File: src/sv/bsff_pkg.sv
`timescale 1ns / 1ps
package bsff_pkg;

   localparam int BASE_W  = 32;
   localparam int SIZE_W  = 11;
   localparam int POS_W   = SIZE_W + 1;
   localparam int MAX_POS = 2047;
   localparam int CSR_IDX_W = 2;

   localparam logic [CSR_IDX_W-1:0] CSR_BASE_OFFSET = 2'd0;
   localparam logic [CSR_IDX_W-1:0] CSR_SIZE_IN_USE = 2'd1;

   localparam logic [SIZE_W-1:0] SIZE_RESET = 11'd1024;

   typedef enum logic [2:0] {
      OP_CLEAR  = 3'd0,
      OP_ADD    = 3'd1,
      OP_REMOVE = 3'd2,
      OP_TEST   = 3'd3,
      OP_MIN    = 3'd4,
      OP_MAX    = 3'd5,
      OP_START  = 3'd6,
      OP_NEXT   = 3'd7
   } op_type;

   typedef struct packed {
      op_type              op;
      logic [BASE_W-1:0]   index;
   } req_type;

   typedef struct packed {
      logic                found;
      logic [BASE_W-1:0]   entry_index;
      logic                status;
      logic                walk_active;
   } rsp_type;

   typedef enum logic [2:0] {
      ST_IDLE,
      ST_LOCATE,
      ST_ACCESS,
      ST_SCAN,
      ST_FINISH
   } state_type;

   // controller to datapath
   typedef struct packed {
      logic start;
      logic clear_all;
      logic cursor_zero;
      logic loc_step;
      logic rd_issue;
      logic modify;
      logic set_status;
      logic scan;
      logic take_hit;
      logic cursor_hit;
      logic walk_end;
      logic load_out;
   } cmd_type;

   // datapath to controller
   typedef struct packed {
      logic out_range;
      logic loc_hit;
      logic issue_end;
      logic eval_valid;
      logic eval_hit;
      logic out_free;
   } stat_type;

endpackage

File: src/sv/bsff_ctrl.sv
`timescale 1ns / 1ps
module bsff_ctrl (
   input  logic               clock,
   input  logic               reset,
   input  logic               req_valid,
   input  bsff_pkg::op_type   req_op,
   output logic               req_ready,
   input  bsff_pkg::stat_type stat,
   output bsff_pkg::cmd_type  cmd
);
   import bsff_pkg::*;

   state_type state_ff, state_in;
   op_type    op_ff, op_in;
   logic      is_walk;
   logic      is_max;

   assign is_walk = (op_ff == OP_START) || (op_ff == OP_NEXT);
   assign is_max  = (op_ff == OP_MAX);

   // state and opcode registers
   always_ff @(posedge clock) begin
      if (reset) begin
         state_ff <= ST_IDLE;
         op_ff    <= OP_CLEAR;
      end else begin
         state_ff <= state_in;
         op_ff    <= op_in;
      end
   end

   // next state and commands
   always_comb begin
      state_in  = state_ff;
      op_in     = op_ff;
      cmd       = '0;
      req_ready = 1'b0;
      case (state_ff)
         ST_IDLE: begin
            req_ready = 1'b1;
            if (req_valid) begin
               cmd.start = 1'b1;
               op_in     = req_op;
               if (req_op == OP_CLEAR) begin
                  cmd.clear_all = 1'b1;
                  state_in      = ST_FINISH;
               end else if (req_op inside {OP_ADD, OP_REMOVE, OP_TEST}) begin
                  state_in = ST_LOCATE;
               end else begin
                  cmd.cursor_zero = (req_op == OP_START);
                  state_in        = ST_SCAN;
               end
            end
         end
         ST_LOCATE: begin
            if (stat.out_range) begin
               cmd.set_status = 1'b1;
               state_in       = ST_FINISH;
            end else if (stat.loc_hit) begin
               cmd.rd_issue = 1'b1;
               state_in     = ST_ACCESS;
            end else begin
               cmd.loc_step = 1'b1;
            end
         end
         ST_ACCESS: begin
            cmd.modify = 1'b1;
            state_in   = ST_FINISH;
         end
         ST_SCAN: begin
            cmd.scan = 1'b1;
            if (stat.eval_valid && stat.eval_hit) begin
               cmd.take_hit   = 1'b1;
               cmd.cursor_hit = is_walk;
               if (!is_max) begin
                  state_in = ST_FINISH;
               end
            end else if (stat.issue_end && !stat.eval_valid) begin
               cmd.walk_end = is_walk;
               state_in     = ST_FINISH;
            end
         end
         ST_FINISH: begin
            if (stat.out_free) begin
               cmd.load_out = 1'b1;
               state_in     = ST_IDLE;
            end
         end
         default: begin
            state_in = ST_IDLE;
         end
      endcase
   end

endmodule

File: src/sv/bsff_dpath.sv
`timescale 1ns / 1ps
module bsff_dpath #(
   parameter int CAPACITY  = 1024,
   parameter int WORD_BITS = 64
) (
   input  logic                                clock,
   input  logic                                reset,
   input  bsff_pkg::req_type                   req_payload,
   input  logic                                csr_valid,
   output logic                                csr_ready,
   input  logic [bsff_pkg::CSR_IDX_W-1:0]      csr_index,
   input  logic [bsff_pkg::BASE_W-1:0]         csr_wdata,
   input  bsff_pkg::cmd_type                   cmd,
   output bsff_pkg::stat_type                  stat,
   input  logic                                rsp_ready,
   output logic                                rsp_valid,
   output bsff_pkg::rsp_type                   rsp_payload
);
   import bsff_pkg::*;

   // positions past the size register limit are never reached
   localparam int CAP_LIM = (CAPACITY < MAX_POS) ? CAPACITY : MAX_POS;
   localparam int DEPTH   = (CAP_LIM + WORD_BITS - 1) / WORD_BITS;
   localparam int AW      = (DEPTH > 1) ? $clog2(DEPTH) : 1;
   localparam int OW      = $clog2(WORD_BITS);

   logic [BASE_W-1:0]    base_ff;
   logic [SIZE_W-1:0]    size_ff;
   op_type               op_ff;
   logic [BASE_W-1:0]    index_ff;
   logic [AW-1:0]        w_ff;
   logic [POS_W-1:0]     wpos_ff;
   logic [WORD_BITS-1:0] mem [DEPTH];
   logic [DEPTH-1:0]     valid_ff;
   logic [WORD_BITS-1:0] rd_data_ff;
   logic                 rd_valid_ff;
   logic                 eval_ff;
   logic [POS_W-1:0]     epos_ff;
   logic [POS_W-1:0]     cursor_ff;
   logic                 res_found_ff;
   logic [POS_W-1:0]     res_hit_ff;
   logic                 res_status_ff;
   logic                 rsp_valid_ff, rsp_valid_in;
   rsp_type              rsp_data_ff;

   logic [POS_W-1:0]     eff;
   logic [BASE_W:0]      rel;
   logic [POS_W-1:0]     rel_pos;
   logic [OW-1:0]        bit_off;
   logic [WORD_BITS-1:0] bit_mask;
   logic [WORD_BITS-1:0] word_q;
   logic [WORD_BITS-1:0] wr_word;
   logic                 wr_en;
   logic                 issue_end;
   logic                 rd_en;
   logic                 advance;
   logic [POS_W-1:0]     lo_lim;
   logic [WORD_BITS-1:0] masked;
   logic [OW-1:0]        lo_bit;
   logic [OW-1:0]        hi_bit;
   logic [POS_W-1:0]     hit_pos;
   logic                 is_search;

   assign csr_ready = 1'b1;

   // configuration registers
   always_ff @(posedge clock) begin
      if (reset) begin
         base_ff <= '0;
         size_ff <= SIZE_RESET;
      end else if (csr_valid) begin
         case (csr_index)
            CSR_BASE_OFFSET: base_ff <= csr_wdata;
            CSR_SIZE_IN_USE: size_ff <= csr_wdata[SIZE_W-1:0];
            default: ;
         endcase
      end
   end

   // clamp size to capacity
   assign eff = ({1'b0, size_ff} > POS_W'(CAP_LIM)) ? POS_W'(CAP_LIM) : {1'b0, size_ff};

   // range check and bit location for add, remove, test
   assign rel       = {1'b0, index_ff} - {1'b0, base_ff};
   assign rel_pos   = rel[POS_W-1:0];
   assign bit_off   = OW'(rel_pos - wpos_ff);
   assign bit_mask  = WORD_BITS'(1) << bit_off;
   assign issue_end = (wpos_ff >= eff);

   assign stat.out_range  = rel[BASE_W] || (rel[BASE_W-1:0] >= BASE_W'(eff));
   assign stat.loc_hit    = (rel_pos < wpos_ff + POS_W'(WORD_BITS));
   assign stat.issue_end  = issue_end;
   assign stat.eval_valid = eval_ff;
   assign stat.eval_hit   = eval_ff && (|masked);
   assign stat.out_free   = !rsp_valid_ff || rsp_ready;

   // capture request
   always_ff @(posedge clock) begin
      if (cmd.start) begin
         op_ff    <= req_payload.op;
         index_ff <= req_payload.index;
      end
   end

   // word counter for locate and scan
   assign advance = cmd.loc_step || (cmd.scan && !issue_end);
   assign rd_en   = cmd.rd_issue || (cmd.scan && !issue_end);

   always_ff @(posedge clock) begin
      if (cmd.start) begin
         w_ff    <= '0;
         wpos_ff <= '0;
      end else if (advance) begin
         w_ff    <= w_ff + AW'(1);
         wpos_ff <= wpos_ff + POS_W'(WORD_BITS);
      end
   end

   // bitmap memory, registered read
   assign word_q  = rd_valid_ff ? rd_data_ff : '0;
   assign wr_en   = cmd.modify && (op_ff != OP_TEST);
   assign wr_word = (op_ff == OP_ADD) ? (word_q | bit_mask) : (word_q & ~bit_mask);

   always_ff @(posedge clock) begin
      if (rd_en) begin
         rd_data_ff  <= mem[w_ff];
         rd_valid_ff <= valid_ff[w_ff];
      end
      if (wr_en) begin
         mem[w_ff] <= wr_word;
      end
   end

   // word valid flags; an unwritten word reads as zero
   always_ff @(posedge clock) begin
      if (reset || cmd.clear_all) begin
         valid_ff <= '0;
      end else if (wr_en) begin
         valid_ff[w_ff] <= 1'b1;
      end
   end

   // evaluate stage tracks the word just read
   always_ff @(posedge clock) begin
      if (reset || cmd.start) begin
         eval_ff <= 1'b0;
      end else begin
         eval_ff <= cmd.scan && !issue_end;
      end
   end

   always_ff @(posedge clock) begin
      if (cmd.scan && !issue_end) begin
         epos_ff <= wpos_ff;
      end
   end

   // mask the word to [lo_lim, eff) and priority-encode both ends
   assign lo_lim = ((op_ff == OP_START) || (op_ff == OP_NEXT)) ? cursor_ff : '0;

   always_comb begin
      logic [POS_W:0]       dhi;
      logic [POS_W:0]       dlo;
      logic [WORD_BITS-1:0] ones;
      logic [WORD_BITS-1:0] mhi;
      logic [WORD_BITS-1:0] mlo;
      ones = '1;
      dhi  = {1'b0, eff} - {1'b0, epos_ff};
      dlo  = {1'b0, lo_lim} - {1'b0, epos_ff};
      if (dhi[POS_W] || (dhi == '0)) begin
         mhi = '0;
      end else if (dhi >= (POS_W + 1)'(WORD_BITS)) begin
         mhi = ones;
      end else begin
         mhi = ~(ones << dhi[OW-1:0]);
      end
      if (dlo[POS_W] || (dlo == '0)) begin
         mlo = ones;
      end else if (dlo >= (POS_W + 1)'(WORD_BITS)) begin
         mlo = '0;
      end else begin
         mlo = ones << dlo[OW-1:0];
      end
      masked = word_q & mhi & mlo;
   end

   always_comb begin
      lo_bit = '0;
      hi_bit = '0;
      for (int j = WORD_BITS - 1; j >= 0; j--) begin
         if (masked[j]) lo_bit = OW'(j);
      end
      for (int j = 0; j < WORD_BITS; j++) begin
         if (masked[j]) hi_bit = OW'(j);
      end
   end

   assign hit_pos = epos_ff + {{(POS_W - OW){1'b0}}, (op_ff == OP_MAX) ? hi_bit : lo_bit};

   // walk cursor
   always_ff @(posedge clock) begin
      if (reset || cmd.cursor_zero) begin
         cursor_ff <= '0;
      end else if (cmd.cursor_hit) begin
         cursor_ff <= hit_pos + POS_W'(1);
      end else if (cmd.walk_end) begin
         cursor_ff <= eff + POS_W'(1);
      end
   end

   // result fields of the item in work
   always_ff @(posedge clock) begin
      if (cmd.start) begin
         res_found_ff  <= 1'b0;
         res_hit_ff    <= '0;
         res_status_ff <= 1'b0;
      end else begin
         if (cmd.set_status) res_status_ff <= 1'b1;
         if (cmd.modify && (op_ff == OP_TEST)) res_found_ff <= |(word_q & bit_mask);
         if (cmd.take_hit) begin
            res_found_ff <= 1'b1;
            res_hit_ff   <= hit_pos;
         end
      end
   end

   // output register
   assign is_search = (op_ff inside {OP_MIN, OP_MAX, OP_START, OP_NEXT});

   always_comb begin
      rsp_valid_in = rsp_valid_ff;
      if (cmd.load_out) begin
         rsp_valid_in = 1'b1;
      end else if (rsp_ready) begin
         rsp_valid_in = 1'b0;
      end
   end

   always_ff @(posedge clock) begin
      if (reset) begin
         rsp_valid_ff <= 1'b0;
      end else begin
         rsp_valid_ff <= rsp_valid_in;
      end
   end

   always_ff @(posedge clock) begin
      if (cmd.load_out) begin
         rsp_data_ff.found       <= res_found_ff;
         rsp_data_ff.entry_index <= (res_found_ff && is_search) ?
                                    base_ff + BASE_W'(res_hit_ff) : '0;
         rsp_data_ff.status      <= res_status_ff;
         rsp_data_ff.walk_active <= (cursor_ff != '0) && (cursor_ff <= eff);
      end
   end

   assign rsp_valid   = rsp_valid_ff;
   assign rsp_payload = rsp_data_ff;

endmodule

File: src/sv/bitmap_set_find_first.sv
// Clear goes straight to the result; add, remove and test step to the target
//   word and read it, add and remove write it back (out of range: straight to
//   the result); min and hitting walks scan up to the hit, max and misses to size_in_use.
// One request at a time, next transfer the cycle after the load.
// Reset: bitmap empty at once through per-word valid flags, walk cursor
//   zero, base_offset 0, size_in_use 1024.
`timescale 1ns / 1ps
module bitmap_set_find_first #(
   parameter int CAPACITY  = 1024,
   parameter int WORD_BITS = 64
) (
   input  logic                           clock,
   input  logic                           reset,
   input  logic                           req_valid,
   output logic                           req_ready,
   input  bsff_pkg::req_type              req_payload,
   output logic                           rsp_valid,
   input  logic                           rsp_ready,
   output bsff_pkg::rsp_type              rsp_payload,
   input  logic                           csr_valid,
   output logic                           csr_ready,
   input  logic [bsff_pkg::CSR_IDX_W-1:0] csr_index,
   input  logic [bsff_pkg::BASE_W-1:0]    csr_wdata
);
   import bsff_pkg::*;

   cmd_type  cmd;
   stat_type stat;

   // sequencer
   bsff_ctrl u_ctrl (
      .clock     (clock),
      .reset     (reset),
      .req_valid (req_valid),
      .req_op    (req_payload.op),
      .req_ready (req_ready),
      .stat      (stat),
      .cmd       (cmd)
   );

   // bitmap, scan and result datapath
   bsff_dpath #(
      .CAPACITY  (CAPACITY),
      .WORD_BITS (WORD_BITS)
   ) u_dpath (
      .clock       (clock),
      .reset       (reset),
      .req_payload (req_payload),
      .csr_valid   (csr_valid),
      .csr_ready   (csr_ready),
      .csr_index   (csr_index),
      .csr_wdata   (csr_wdata),
      .cmd         (cmd),
      .stat        (stat),
      .rsp_ready   (rsp_ready),
      .rsp_valid   (rsp_valid),
      .rsp_payload (rsp_payload)
   );

endmodule

File: config.mk
export PLATFORM = sky130hd
export DESIGN_NAME = bitmap_set_find_first
export DESIGN_NICKNAME = d
export VERILOG_FILES = /design/src/sv/bsff_pkg.sv /design/src/sv/bsff_ctrl.sv /design/src/sv/bsff_dpath.sv /design/src/sv/bitmap_set_find_first.sv
export SDC_FILE = /design/constraint.sdc
export NUM_CORES = 2
export LEC_CHECK = 0
export BUFFER_PORTS_ARGS = -buffer_cell sky130_fd_sc_hd__buf_2
export CORE_UTILIZATION = 45
export CTS_CLUSTER_SIZE = 8
export DETAILED_ROUTE_END_ITERATION = 10
export PLACE_DENSITY = 0.65
export SYNTH_ARGS = -nofsm -noshare
export SYNTH_HDL_FRONTEND = slang
export SYNTH_SLANG_ARGS = --single-unit
File: constraint.sdc
create_clock -name clock -period 19.7 [get_ports clock]
set_input_delay 1.97 -clock clock [delete_from_list [all_inputs] [get_ports clock]]
set_output_delay 1.97 -clock clock [all_outputs]
set_load 0.01 [all_outputs]
==> reports/qor.yml <==
route:
  num_vias: 35700
  drc_errors: 0
  routed_wl_um: 181000
  dr.pass1.iters: 6
  drt-wirelength-per-cell_um: 32.5
  ant_nets: 0
  drt-vias-per-instance: 6.41
  drtIter0Drc: 4191
synthesis:
  yosysSeqAreaShare_pct: 65.3
  synth-edff-count: 1165
  ys.flop_type: "edfxtp_1"
  syn_area_per_cell_um2: 15.6
  synth_area_leaders: "edfxtp_1 (62%), mux4_2 (13%), dfxtp_1 (3.6%), ha_1 (2.1%), nand2_1 (1.6%)"
  syn_nets: 3803
  netlist_area_um2: 56700
  ys_warn_count: 0
  postSynth.asyncResetShare_pct: 0
  synth_cell_types: 103
  synth_cells: 3632
  synth_top_cell_by_area: "edfxtp_1"
  ys_seq_elements: 1268
  synth_top_area_share_pct: 61.7
outcome:
  outcome: "finished, final reports clean"
pwr:
  switching_power_mw: 2.22
  clkPwrFrac_pct: 36.2
  combPwrFrac_pct: 21.3
  power_frac_seq_pct: 42.5
  irDropWorstVdd_uv: 77.1
  intPower_mw: 5.49
  power.density_nw_per_um2: 119
  leakagePower_nw: 20.8
  swShare_pct: 28.8
floorplanning:
  die_x_um: 357
  start_util_pct: 45.6
  ios: 112
  row_count: 129
  coreArea_um2: 124000
  die_y_um: 357
  die_area_um2: 127000
sta:
  maxSlewHeadroom_pct: 11.1
  finalSetupViolations: 0
  finalHoldViolCount: 0
  slew_violations: 0
  fin_crit_ns: 7.85
  max_clock_freq_mhz: 127
  tightestPinTransition_ns: 1.30
  rsz0062_at_grt: "false"
  setup_tns_ns: 0
  clock_skew_ns: 0.0582
  layout_setup_ws_ns: 11.85
  min_period_over_period_pct: 39.8
placed_design:
  gp_congestion: 1.09
  portBuffers: 110
  hpwl_um: 118000
  placed_cells: 5341
  dp_slack_ns: 12.12
  place_area_um2: 59900
cts:
  cts_hold_buffers: 0
  htreeDepth: 4
  post_cts_buffers: 0
  cts_inserted_buffers: 178
  clock_latency_ns: 0.83
  clock_path_buffers: 3
  cts_tree: "built"
  cts.sinks: 1268
  root_buffer: "clkbuf_16"
  cts_resized: 0
  clkTransAtPathRegs_ns: 0.06
layout:
  final_core_util_pct: 52.3
  fin_cells: 5579
  fin_nets: 4055
  area_growth_pct: 14.6
  drive_gt1_share_pct: 22.3
  final_area_um2: 65000
global_routing:
  grt.overflow.total: 0
  grt_first_pass_wirelength_um: 257000
  grt_antenna_before_repair: 4
  track_usage_pct: 28.5
  grt_max_degree: 139
  first_global_vias: 35300
worst_setup_path:
  cp-end-kind: "flip-flop"
  critPathLaunchType: "flip-flop"
  critPathArrivalTime_ns: 8.57
  cp_max_fo: 23
  critical_path_class: "reg2reg"
  required_ns: 20.42
flow_run:
  cap_violations: 0
hold_path:
  hold_class: "reg2reg"
==> power groups by stage <==
stage / registers (mW) / clock network, mW / logic (mW)
3_3_place_gp: 3.32 / 0 / 1.62
6_report: 3.28 / 2.79 / 1.64
4_1_cts: 3.28 / 2.84 / 1.63
2_1_floorplan: 3.26 / 0 / 1.11
5_1_grt: 3.28 / 2.95 / 1.75
3_5_place_dp: 3.33 / 0 / 1.63
==> routing by layer <==
layer,global-route usage (%),vias to the layer above,share of wire (%),wire (µm)
li1,-,15100,-,-
met1,38.7,18500,41,74200
met2,44.4,1754,46,83800
met3,4.77,359,7.2,13100
met4,14.8,2,5.5,9940
met5,0,-,0.0099,18
==> layout make-up <==
| cell class | count | area (µm²) |
|---|---|---|
| fill | 10000 | 59300 |
| sequential | 1268 | 37100 |
| multi-input combinational | 2069 | 18700 |
| clock buffer | 220 | 4660 |
| tap | 1637 | 2050 |
| timing repair buffer | 250 | 1630 |
| inverter | 117 | 439 |
| clock inverter | 17 | 417 |
| antenna | 1 | 2.50 |
==> layout by cell type (no fill, tap or decap), types with 19 or more instances in the layout <==
master     netlist  final
nor3_1          56     51
buf_2           11    110
nand2b_1        20     20
inv_1          110    110
a21oi_1        168    168
nand3_1         43     43
dfxtp_1        103     99
mux2i_1         42     39
ha_1            93     93
o21ai_0        127    126
and2_1          19     19
edfxtp_1      1165   1165
nand2_1        243    243
clkbuf_16        0    179
buf_4            3    138
a31oi_1         28     27
nor4_1          24     24
a211oi_1        32     32
nor2b_1         24     24
a21o_1          30     30
o211ai_1        74     74
and3_1          32     32
xnor2_1         35     35
clkbuf_1       134     38
o31ai_1         74     62
mux4_2         325    325
nor2_1         229    216
==> registers in the layout, summed over array words and instances, names as in the netlist, 3 cells and up <==
signal               cells
u_dpath.w_ff             4
u_dpath.wpos_ff          6
u_dpath.rd_data_ff      64
u_dpath.cursor_ff       12
u_dpath.index_ff        32
u_dpath.rsp_payload     35
u_dpath.res_hit_ff      12
u_dpath.size_ff         11
u_ctrl.state_ff          3
u_dpath.op_ff            3
u_dpath.base_ff         32
u_dpath.mem           1024
u_dpath.valid_ff        16
u_dpath.epos_ff          6
u_ctrl.op_ff             3
==> synthesized netlist by cell type (20+ instances only) <==
master    number
edfxtp_1    1165
mux4_2       325
nand2_1      243
nor2_1       229
a21oi_1      168
clkbuf_1     134
o21ai_0      127
inv_1        110
dfxtp_1      103
ha_1          93
o211ai_1      74
o31ai_1       74
nor3_1        56
nand3_1       43
mux2i_1       42
xnor2_1       35
a211oi_1      32
and3_1        32
a21o_1        30
a31oi_1       28
buf_1         27
nor2b_1       24
nor4_1        24
nand2b_1      20
==> critical path: stages (launching register included) <==
cell and delay, ns:
dfxtp_1 0.30, buf_4 0.28, clkinv_1 0.30, nand2_1 0.30, ha_1 0.23, inv_1 0.06, fa_1 0.44, nor3b_1 0.28
and3_1 0.69, nand2_1 0.19, o21ai_2 0.72, nor2_1 0.11, buf_4 0.22, a211oi_1 0.51, nand3_1 0.44, nor4_2 0.54
a21o_1 0.48, mux2_2 0.43, nand2b_1 0.20, or3_1 0.42, or4b_1 0.47, a21oi_1 0.14
==> kinds of logic after synthesis <==
family                     Yosys count  share of synthesized area [%]
DFF                               1268                           65.3
and+or+nand+nor                    790                           6.63
AOI/OAI and AO/OA                  763                           9.34
muxes                              373                           13.8
buffers and inverters              295                           2.03
adders and majority gates           97                           2.19
xor gates and xnor gates            45                          0.695
other                                1                        0.00661
==> stage by stage <==
| step | total power, mW | hold WS, ns |
|---|---|---|
| 5_1_grt | 7.99 | 0.469 |
| 2_1_floorplan | 4.37 | 0.409 |
| 6_report | 7.71 | 0.454 |
| 3_3_place_gp | 4.94 | 0.444 |
| 3_5_place_dp | 4.95 | 0.441 |
| 4_1_cts | 7.75 | 0.453 |
==> worst paths after layout <==
kind                                             from  cells past startpoint                endpoint  slack [ns]
worst max-delay path              u_dpath.size_ff[10]                     21   u_dpath.cursor_ff[11]       11.85
worst min-delay path            u_dpath.res_status_ff                      0  u_dpath.rsp_payload[1]        0.45
worst max register to register    u_dpath.size_ff[10]                     21   u_dpath.cursor_ff[11]       11.85
worst min register to register  u_dpath.res_status_ff                      0  u_dpath.rsp_payload[1]        0.45
Power figures use the tool's default switching activity.
